$ cat src/lpht_pkg.sv
// Shared constants and controller/datapath handshake types for the linear probing hash table.
`default_nettype none
package lpht_pkg;

	// Table size must be a power of two: the home slot is the masked key sum.
	localparam int TABLE_ENTRIES = 1024;
	localparam int IDX_W         = $clog2(TABLE_ENTRIES);
	localparam int KEY_W         = 30;
	localparam int VAL_W         = 20;
	localparam int ENTRY_W       = 1 + 2 * KEY_W + VAL_W;

	localparam logic FUNC_LOOKUP = 1'b0;
	localparam logic FUNC_INSERT = 1'b1;

	localparam logic STATUS_OK   = 1'b0;
	localparam logic STATUS_FULL = 1'b1;

	typedef struct packed {
		logic load;     // capture request, start at home slot
		logic advance;  // step to next slot, read it
		logic finish;   // emit result, commit insert
		logic clear;    // write one invalid entry of the reset sweep
	} lpht_cmd_t;

	typedef struct packed {
		logic hit;
		logic empty;
		logic last;       // all slots probed
		logic clear_last; // reset sweep at last entry
		logic out_free;
	} lpht_stat_t;

endpackage
`default_nettype wire

$ cat src/lpht_ctrl.sv
// Controller state machine: reset sweep, request capture, probe loop, result hand-off.
`default_nettype none
module lpht_ctrl
	import lpht_pkg::*;
(
	input  wire logic       clk,
	input  wire logic       arst_n,
	input  wire logic       req_valid,
	output logic            req_ready,
	input  wire lpht_stat_t stat,
	output lpht_cmd_t       cmd
);

	localparam logic [1:0] ST_CLEAR = 2'd0;
	localparam logic [1:0] ST_IDLE  = 2'd1;
	localparam logic [1:0] ST_PROBE = 2'd2;
	localparam logic [1:0] ST_CHECK = 2'd3;

	logic [1:0] state_q;
	logic [1:0] state_nxt;

	always_comb begin
		cmd       = '0;
		req_ready = 1'b0;
		state_nxt = state_q;
		case (state_q)
			ST_CLEAR: begin
				cmd.clear = 1'b1;
				if (stat.clear_last) begin
					state_nxt = ST_IDLE;
				end
			end
			ST_IDLE: begin
				req_ready = 1'b1;
				if (req_valid) begin
					cmd.load  = 1'b1;
					state_nxt = ST_PROBE;
				end
			end
			ST_PROBE: begin
				state_nxt = ST_CHECK;
			end
			ST_CHECK: begin
				if (stat.hit || stat.empty || stat.last) begin
					// hold here until the output register can take the result
					if (stat.out_free) begin
						cmd.finish = 1'b1;
						state_nxt  = ST_IDLE;
					end
				end else begin
					cmd.advance = 1'b1;
				end
			end
			default: begin
				state_nxt = ST_CLEAR;
			end
		endcase
	end

	always_ff @(posedge clk or negedge arst_n) begin
		if (!arst_n) begin
			state_q <= ST_CLEAR;
		end else begin
			state_q <= state_nxt;
		end
	end

endmodule
`default_nettype wire

$ cat config.mk
export PLATFORM = sky130hd
export DESIGN_NAME = lpht_ctrl
export DESIGN_NICKNAME = d
export VERILOG_FILES = /design/src/lpht_pkg.sv /design/src/lpht_ctrl.sv
export SDC_FILE = /design/constraint.sdc
export NUM_CORES = 1
export LEC_CHECK = 0
export ABC_CLOCK_PERIOD_IN_PS = 1400
export BUFFER_PORTS_ARGS = -buffer_cell sky130_fd_sc_hd__buf_2
export CORE_AREA = 2 2 39 41
export CTS_CLUSTER_SIZE = 10
export DETAILED_ROUTE_END_ITERATION = 8
export DIE_AREA = 0 0 41 43
export GPL_TIMING_DRIVEN = 0
export PLACE_DENSITY = 0.38
export SYNTH_ARGS = -nofsm -noshare
export SYNTH_HDL_FRONTEND = slang
export SYNTH_SLANG_ARGS = --single-unit
$ cat constraint.sdc
create_clock -name clk -period 1.4 [get_ports clk]
set_input_delay 0.07 -clock clk [delete_from_list [all_inputs] [get_ports clk]]
set_output_delay 0.07 -clock clk [all_outputs]
set_load 0.03 [all_outputs]
# Yosys cells after proc, flatten, opt, wreduce, memory -nomap -nowiden
# Index checks and enable logic that the tools add are counted.
[op_classes]
n_eq_ne = 7
reduce_logical = 4
n_mux = 13
[ops]
columns = ["operator", "count"]
rows = [
  ["$mux W2", 5],
  ["$ne A2 B2 Y1 const B", 4],
  ["$pmux W2 S4", 1],
  ["$mux W1", 7],
  ["$eq A2 B2 Y1 const B", 2],
  ["$reduce_and A4 Y1", 1],
  ["$eq A2 B1 Y1 const B", 1],
  ["$logic_not A2 Y1", 1],
  ["$logic_or A1 B1 Y1", 2],
]
[totals]
regBits = 2
inputBits = 8
output_inout_bits = 5

# Depth between registers and ports, before layout
# Gate-level depths: netlist (run 1).
[logic_depth]
word_depth = 4
depth_mapped = 5

# Worst setup path before layout (run 1)
# Ideal clock, no wire load.
[synth_timing]
path_kind = "register to register"
from = "register state_q[0]"
to = "register state_q[1]"
required_ns = 1.275
slack_ns = -0.228
stages_incl_launch_ff = 6
t_arrival_ns = 1.503
setup_ns = 0.125
path_cell_list = "dfrtp_1 -> inv_1 -> ha_1 -> nor2b_1 -> a2111oi_4 -> mux2_4"
[synth_via]
elab_chain_len = 3
elab_cells_between_ends = 10
[synth_rtl]
columns = ["item", "line", "rtl"]
rows = [
  ["start, declared", "lpht_ctrl.sv:19", "logic [1:0] state_q;"],
  ["start signal, assigned", "lpht_ctrl.sv:64", "state_q <= state_nxt;"],
  ["$eq A2 B2 Y1, or another cell as far along", "lpht_ctrl.sv:26", "case (state_q)"],
  ["$ne A2 B2 Y1 (no line)", "--", ""],
  ["$reduce_and A4 Y1 (no line)", "--", ""],
]
# Parallel ways exist; a longest one is shown, timed or not.
# A chain may end at the register's enable or synchronous reset.

# Worst setup path in the final report (run 1)
# Ends and elaborated chain as after synthesis.

==> results.ini, run 1 <==
[placed_design]
dpl_cell_area_um2 = 319
io_buffers = 12
place.gp.congestion = 0.597

[synthesis]
synth_edf_count = 0
yosysUniqueCellTypes = 11
synth_top_cells_by_count = ha_1, dfrtp_1, inv_1, nor2b_1
synth_top_area_share_pct = 23.1
ys_seq_area_share_pct = 23.1
syn_inst = 17
synthArstFlopShare_pct = 100
synth_top_area_cell = dfrtp_1
synth-main-ff-cell = dfrtp_1
syn_area_um2 = 216
yosysMostFrequentCell = ha_1
synth_warnings = 0
synth.avg_cell_area_um2 = 12.7
synth_area_leaders = dfrtp_1, ha_1, a2111oi_4
ys_seq_elements = 2
synth_fp_nets = 29

[sta]
rsz0062_at_grt = true
hold_violations = 0
max_freq_mhz = 638
tns_ps = -305
maxSlewViolCount = 0
fin_crit_sh_pct = 112
max_slew_margin_pct = 78.6
finalCriticalPeriod_ps = 1570
clock-skew-final_ps = 3.70
tightest_slew_ps = 320
setup_viol = 3
setup_ws_ps = -167

[die]
pin_count = 13
core.rowCount = 14
die_h_um = 43
fp.dieW_um = 41
die_area_mm2 = 0.00176
core_mm2 = 0.00138
initial_core_util_pct = 15.6

[grt]
first_global_vias = 217
antenna_found_initial = 0
grt_first_pass_wirelength_um = 814
grt_max_degree = 5
grt-ovfl-total = 0
grt_usage_pct = 7.13

[power]
p_total_uw = 897
pwr_density_cell_mw_per_mm2 = 2160
ir_drop_mv = 0.483
p_leak_nw = 0.204

[routing]
drt_iter0_markers = 1
vias_per_cell = 3.91
wl_per_cell_um = 9.31
routed_wl_um = 512
num_vias = 215
drc = 0
first_pass_iters = 2
postRouteAntennaNets = 0

[min_path]
min_path_type = primary input to asynchronous set/reset pin

[setup_path]
worstPathRequired_ps = 1510
end_kind = register
startpoint_type = register
critPathArrivalTime_ps = 1680
worstSetupPathType = register to register
crit_fanout = 4

[cells_and_area]
reg_top3 = state_q: 2 flops
drive_gt1_share_pct = 79.5
diodes = 0
fin_nets = 53
stdcell_area_um2 = 415
top_register = state_q
largest_reg_flops = 2
synthToLayoutAreaGrowth_pct = 91.9

[clock_network]
cts_tree = done
root_buffer = clkbuf_4
clkSinkCount = 2
cts_buffer_depth = 2
htree_levels = 1
clk_pin_slew_ps = 30
cts-buffers-inserted = 3
clock_latency_ps = 230

[outcome]
violations = negative setup slack
status = finished, violations left

[run]
drv_cap = 0

cell usage in the layout (no fill, tap or decap):
master / n
mux2_4: 1
ha_4: 1
dfrtp_1: 2
and2_1: 1
clkbuf_4: 4
a2111oi_4: 1
clkinv_1: 1
ha_2: 2
inv_2: 2
mux2i_1: 1
buf_2: 10
buf_6: 1
buf_4: 6
dlygate4sd3_1: 1
o311a_1: 1
nor4b_4: 1
nor2b_4: 2
ha_1: 1
metrics by stage:
stage                     hold slack, ps  instances  setup WS (ps)  utilization [%]
after floorplan                     -226         17           -183                -
final                                155         55           -167             30.0
after CTS                            150         51           -164             27.4
after detailed placement            -145         45           -233             23.1
after global placement              -145         45           -228             23.1
after global routing                 164         55           -226             30.0
path summary, 6_finish.rpt:
check	start	end	slack, ps	depth (start not counted)
max	state_q[0]$_DFFE_PN0P_	state_q[1]$_DFFE_PN0P_	-170	5
min	arst_n	state_q[1]$_DFFE_PN0P_	160	2
max reg2reg	state_q[0]$_DFFE_PN0P_	state_q[1]$_DFFE_PN0P_	-170	5
min reg2reg	state_q[1]$_DFFE_PN0P_	state_q[1]$_DFFE_PN0P_	570	1
max in group asynchronous	arst_n	state_q[0]$_DFFE_PN0P_	1150	2
min in group clk	req_valid	state_q[1]$_DFFE_PN0P_	300	4
timing repair:
| item | 4_1_cts | 5_1_grt |
|---|---|---|
| buffers inserted | 2 | 4 |
| pin swaps | 2 | 1 |
| hold buffers | 1 | 0 |
| resized for setup | 4 | 3 |
| cloned | 0 | 0 |
| endpoints found under the hold margin | 2 | 0 |
| setup endpoints to repair | 3 | 5 |
routing by layer:
layer / track usage, % / up-vias / part of all wire, %
met5: 0 / - / 0
met4: 8.00 / 0 / 4.9
met3: 0 / 2 / 3.5
met2: 11.9 / 6 / 62
met1: 6.75 / 103 / 30
li1: - / 104 / -
kinds of logic (layout without fill, tap and decap cells):
group | Yosys count | after routing | share of synthesized area, %
simple gates | 4 | 4 | 19.7
compound gates | 2 | 2 | 17.3
buf+inv | 3 | 25 | 5.20
flops | 2 | 2 | 23.1
fa+ha+maj | 4 | 4 | 23.1
mux | 2 | 2 | 11.6
cell type report:
cell class,instances,area [um2]
repair buffers,19,124
clock buffers,3,22.5
flip-flops and latches,2,50.0
well taps,16,20.0
fillers,152,968
multi-input cells,12,188
inverters,3,11.3
where the power goes:
part           internal [mW]  switching, mW  total, mW
clock network         0.0951         0.0401      0.135
registers             0.0896         0.0334      0.123
logic                  0.359          0.280      0.639
critical path: stages (launching register included):
cell and delay, ps:
dfrtp_1 400, inv_2 70, ha_4 160, nor2b_4 120, a2111oi_4 370, mux2_4 330
Power figures use the tool's default switching activity.
==> inputs of run 2 (changes only) <==
--- a/config.mk
+++ b/config.mk
@@ -5,14 +5,14 @@
 export SDC_FILE = /design/constraint.sdc
 export NUM_CORES = 1
 export LEC_CHECK = 0
-export ABC_CLOCK_PERIOD_IN_PS = 1400
+export ABC_CLOCK_PERIOD_IN_PS = 1900
 export BUFFER_PORTS_ARGS = -buffer_cell sky130_fd_sc_hd__buf_2
 export CORE_AREA = 2 2 39 41
 export CTS_CLUSTER_SIZE = 10
 export DETAILED_ROUTE_END_ITERATION = 8
 export DIE_AREA = 0 0 41 43
 export GPL_TIMING_DRIVEN = 0
-export PLACE_DENSITY = 0.38
+export PLACE_DENSITY = 0.37
 export SYNTH_ARGS = -nofsm -noshare
 export SYNTH_HDL_FRONTEND = slang
 export SYNTH_SLANG_ARGS = --single-unit
==> constraint.sdc (replaced) <==
create_clock -name clk -period 1.9 [get_ports clk]
set_input_delay 0.095 -clock clk [delete_from_list [all_inputs] [get_ports clk]]
set_output_delay 0.095 -clock clk [all_outputs]
set_load 0.03 [all_outputs]
==> results.ini, run 2 (synthesized netlist as in run 1, its figures left out) <==
[outcome]
status = completed

[clock_network]
clock_latency_ps = 220
root_buffer = clkbuf_4
clk_pin_slew_ps = 30
ctsResizeCount = 0
clkSinkCount = 2
cts-buffers-inserted = 3
cts_buffer_depth = 2
cts_tree = done
htree_levels = 1

[grt]
grtUsageMet2_pct = 10.3
first_global_vias = 205
grt_usage_pct = 6.93
antenna_found_initial = 0
grtUsageMet1_pct = 6.11
grt_first_pass_wirelength_um = 786
busiest_layer = met2
use_met3_pct = 4.19
grt_max_degree = 5
grt-ovfl-total = 0

[routing]
routed_wl_um = 449
num_vias = 193
drt_iter0_markers = 0
postRouteAntennaNets = 0
first_pass_iters = 1
wl_per_cell_um = 9.16
vias_per_cell = 3.94
drc = 0

[min_path]
min_path_type = primary input to asynchronous set/reset pin

[cells_and_area]
final_cell_mix = buf_2, ha_1, clkbuf_4
reg_top3 = state_q: 2 flops
largest_reg_flops = 2
fin_nets = 47
drive_gt1_share_pct = 54.5
final_common_cell = buf_2
synthToLayoutAreaGrowth_pct = 52.0
diodes = 0
top_register = state_q

[setup_path]
worstPathRequired_ps = 2000
r2r-end = state_q[1]$_DFFE_PN0P_
reg2reg_depth = 4
critPathArrivalTime_ps = 1750
end_kind = register
startpoint_type = register
critical_path.slowest_cell = dfrtp_1
critPathTopFamily = flip-flops
reg2reg_from = state_q[0]$_DFFE_PN0P_
r2r_slack_ps = 260
worstSetupPathType = register to register
path_buf_inv = 0
worst_path_largest_cell_delay_ps = 400
crit_fanout = 4
crit_path_cell_trace = ha_1 > nor4b_4 > a2111oi_4 > mux2_4

[power]
p_total_uw = 509
p_leak_nw = 0.175
ir_drop_mv = 0.553
pwr_density_cell_mw_per_mm2 = 1550

[die]
die_h_um = 43
pin_count = 13
core.rowCount = 14
core_mm2 = 0.00138
die_area_mm2 = 0.00176
initial_core_util_pct = 15.6
fp.dieW_um = 41

[placed_design]
place.gp.congestion = 0.613
place_ws_ps = 258
io_buffers = 12

[sta]
hold_violations = 0
max_slew_margin_pct = 76.9
tightest_slew_ps = 347
max_freq_mhz = 608
clock-skew-final_ps = 1.74
rsz0062_at_grt = false
fin_crit_sh_pct = 86.5
setup_viol = 0
finalCriticalPeriod_ps = 1640
setup_ws_ps = 256
timing.hold.ws_ps = 184
tns_ps = 0
maxSlewViolCount = 0

[run]
drv_cap = 0

## run 2: area by class of cell
cell class	count	area, um2
Timing Repair Buffer	13	70.1
Tap cell	16	20.0
Fill cell	159	1050
Multi-Input combinational cell	12	155
Inverter	3	11.3
Clock buffer	3	22.5
Sequential cell	2	50.0
## run 2: report_power, final
| group | internal (mW) | leakage (nW) | switching [mW] |
|---|---|---|---|
| Sequential | 0.0661 | 0.0224 | 0.0185 |
| Clock | 0.0697 | 0.0138 | 0.0242 |
| Combinational | 0.152 | 0.139 | 0.179 |
## run 2: how the worst max path moves through the flow
| stage | from | endpoint | slack, ps | cells past startpoint |
|---|---|---|---|---|
| after floorplan | state_q[0]$_DFFE_PN0P_ | state_q[1]$_DFFE_PN0P_ | 270 | 5 |
| after global placement | state_q[0]$_DFFE_PN0P_ | state_q[1]$_DFFE_PN0P_ | 270 | 4 |
| after detailed placement | state_q[0]$_DFFE_PN0P_ | state_q[1]$_DFFE_PN0P_ | 260 | 4 |
| after CTS | state_q[0]$_DFFE_PN0P_ | state_q[1]$_DFFE_PN0P_ | 240 | 4 |
| after global routing | state_q[0]$_DFFE_PN0P_ | state_q[1]$_DFFE_PN0P_ | 180 | 4 |
| final | state_q[0]$_DFFE_PN0P_ | state_q[1]$_DFFE_PN0P_ | 260 | 4 |
## run 2: stage by stage
stage | cell area, um2 | util [%] | std cells
after floorplan | 216 | - | 17
after global placement | 297 | 21.4 | 45
after detailed placement | 297 | 21.4 | 45
after CTS | 329 | 23.8 | 49
after global routing | 329 | 23.8 | 49
final | 329 | 23.8 | 49
## run 2: routing by layer
metal | vias to the layer above | routed length (um)
met5 | - | 0
met4 | 0 | 0
met3 | 0 | 64
met2 | 9 | 237
met1 | 90 | 147
li1 | 94 | -
## run 2: what timing repair did
| action | in CTS | in global routing |
|---|---|---|
| hold buffers | 1 | 0 |
| hold endpoints to repair | 2 | 0 |
| setup buffers | 0 | 0 |
==> inputs of run 3 (changes only) <==
--- a/config.mk
+++ b/config.mk
@@ -7,12 +7,14 @@
 export LEC_CHECK = 0
 export ABC_CLOCK_PERIOD_IN_PS = 1900
 export BUFFER_PORTS_ARGS = -buffer_cell sky130_fd_sc_hd__buf_2
+export CAP_MARGIN = 20
 export CORE_AREA = 2 2 39 41
 export CTS_CLUSTER_SIZE = 10
 export DETAILED_ROUTE_END_ITERATION = 8
 export DIE_AREA = 0 0 41 43
 export GPL_TIMING_DRIVEN = 0
 export PLACE_DENSITY = 0.37
+export SETUP_SLACK_MARGIN = 0.4
 export SYNTH_ARGS = -nofsm -noshare
 export SYNTH_HDL_FRONTEND = slang
 export SYNTH_SLANG_ARGS = --single-unit
==> results.ini, run 3 (synthesized netlist as in run 1, its figures left out) <==
[sta]
timing.hold.ws_ps = 188
tightest_slew_ps = 312
maxSlewViolCount = 0
clock-skew-final_ps = 2.09
fin_crit_sh_pct = 81.7
setup_viol = 0
max_freq_mhz = 644
max_slew_margin_pct = 79.2
hold_violations = 0
rsz0062_at_grt = true
tns_ps = 0
finalCriticalPeriod_ps = 1550

[cells_and_area]
final_common_cell = buf_2
diodes = 0
reg_top3 = state_q: 2 flops
fin_nets = 50
largest_reg_flops = 2
stdcell_count = 52
drive_gt1_share_pct = 75.0
final_cell_mix = buf_2, clkbuf_4, buf_4
top_register = state_q
synthToLayoutAreaGrowth_pct = 80.3
fillers = 150

[power]
net-switching-power_uw = 251
p_sw_share_pct = 39.9
p_leak_nw = 0.191
p_seq_share_pct = 13.7
combPwrFrac_pct = 71.6
p_total_uw = 628
intPower_uw = 377
ir_drop_mv = 0.354
pwr_density_cell_mw_per_mm2 = 1610
pwr-share-clk_pct = 14.7

[routing]
num_vias = 201
vias_per_cell = 3.87
drc = 0
postRouteAntennaNets = 0
drt_iter0_markers = 0
first_pass_iters = 1
wl_per_cell_um = 8.83
routed_wl_um = 459

[grt]
grt_usage_pct = 7.33
antenna_found_initial = 0
grt_max_degree = 4
first_global_vias = 229
grt_first_pass_wirelength_um = 841
grt-ovfl-total = 0

[clock_network]
root_buffer = clkbuf_4
clk_pin_slew_ps = 30
clock_latency_ps = 220
htree_levels = 1
clkSinkCount = 2
cts_tree = done
cts_buffer_depth = 2
cts-buffers-inserted = 3

[placed_design]
place.gp.congestion = 0.660
dp_cells = 45
io_buffers = 12

[setup_path]
worstSetupPathType = register to register
startpoint_type = register
end_kind = register
worstPathRequired_ps = 2000
critPathArrivalTime_ps = 1650
crit_fanout = 3

[outcome]
status = completed

[run]
drv_cap = 0

[die]
initial_core_util_pct = 15.6
fp.dieW_um = 41
die_area_mm2 = 0.00176
die_h_um = 43
core.rowCount = 14
core_mm2 = 0.00138
pin_count = 13

[min_path]
min_path_type = primary input to asynchronous set/reset pin

run 3: cell types whose count changed in the layout (fill, tap and decap cells not counted):
cell | before | now
ha_4 | 0 | 1
inv_1 | 2 | 1
buf_4 | 0 | 3
nor2b_4 | 0 | 2
inv_2 | 0 | 1
ha_2 | 0 | 2
buf_6 | 0 | 1
buf_2 | 12 | 11
nor2b_1 | 2 | 0
ha_1 | 4 | 1
run 3: worst paths after layout:
path,start,end,slack (ps),cells past startpoint
min in group clk,req_valid,state_q[1]$_DFFE_PN0P_,340,4
hold reg to reg,state_q[1]$_DFFE_PN0P_,state_q[1]$_DFFE_PN0P_,570,1
hold / removal,arst_n,state_q[1]$_DFFE_PN0P_,190,2
setup reg to reg,state_q[1]$_DFFE_PN0P_,state_q[1]$_DFFE_PN0P_,350,5
max in group asynchronous,arst_n,state_q[0]$_DFFE_PN0P_,1620,2
setup / recovery,state_q[1]$_DFFE_PN0P_,state_q[1]$_DFFE_PN0P_,350,5
run 3: metal layers:
| layer | GRT usage [%] | vias to the layer above | wire length (um) |
|---|---|---|---|
| met5 | 0 | - | 0 |
| met4 | 6.00 | 0 | 0 |
| met3 | 3.14 | 0 | 20 |
| met2 | 11.6 | 5 | 288 |
| met1 | 6.75 | 97 | 151 |
| li1 | - | 99 | - |
run 3: cell type report:
| cell class | count | area (um2) | share of cell area (%) |
|---|---|---|---|
| Timing Repair Buffer | 16 | 98.8 | 25.3 |
| Sequential cell | 2 | 50.0 | 12.8 |
| Tap cell | 16 | 20.0 | 5.13 |
| Clock buffer | 3 | 22.5 | 5.77 |
| Multi-Input combinational cell | 12 | 188 | 48.1 |
| Inverter | 3 | 11.3 | 2.88 |
run 3: through the flow:
| step | utilization (%) | instance area, um2 | setup WS [ps] |
|---|---|---|---|
| after global routing | 28.2 | 390 | 303 |
| after floorplan | - | 239 | 317 |
| final | 28.2 | 390 | 347 |
| after global placement | 23.1 | 319 | 272 |
| after detailed placement | 23.1 | 319 | 283 |
| after CTS | 27.8 | 384 | 345 |
run 3: worst max-delay path, cell delays in order (launching register included):
cell	delay (ps)
dfrtp_1	370
inv_1	110
ha_4	170
nor2b_4	120
a2111oi_4	320
mux2_4	330
run 3: what timing repair did:
item | in CTS | in global routing
setup buffers | 3 | 0
setup endpoints to repair | 1 | 3
resized for setup | 3 | 3
hold buffers | 1 | 0
pin swaps | 2 | 0
endpoints found under the hold margin | 2 | 0
run 3: power groups by stage:
stage                     Sequential, mW  Combinational, mW  Clock (mW)
after detailed placement          0.0894              0.369           0
final                             0.0859              0.450      0.0922
after global placement            0.0907              0.360           0
after floorplan                   0.0840              0.308           0
after global routing              0.0895              0.482       0.107
after CTS                         0.0857              0.439       0.100
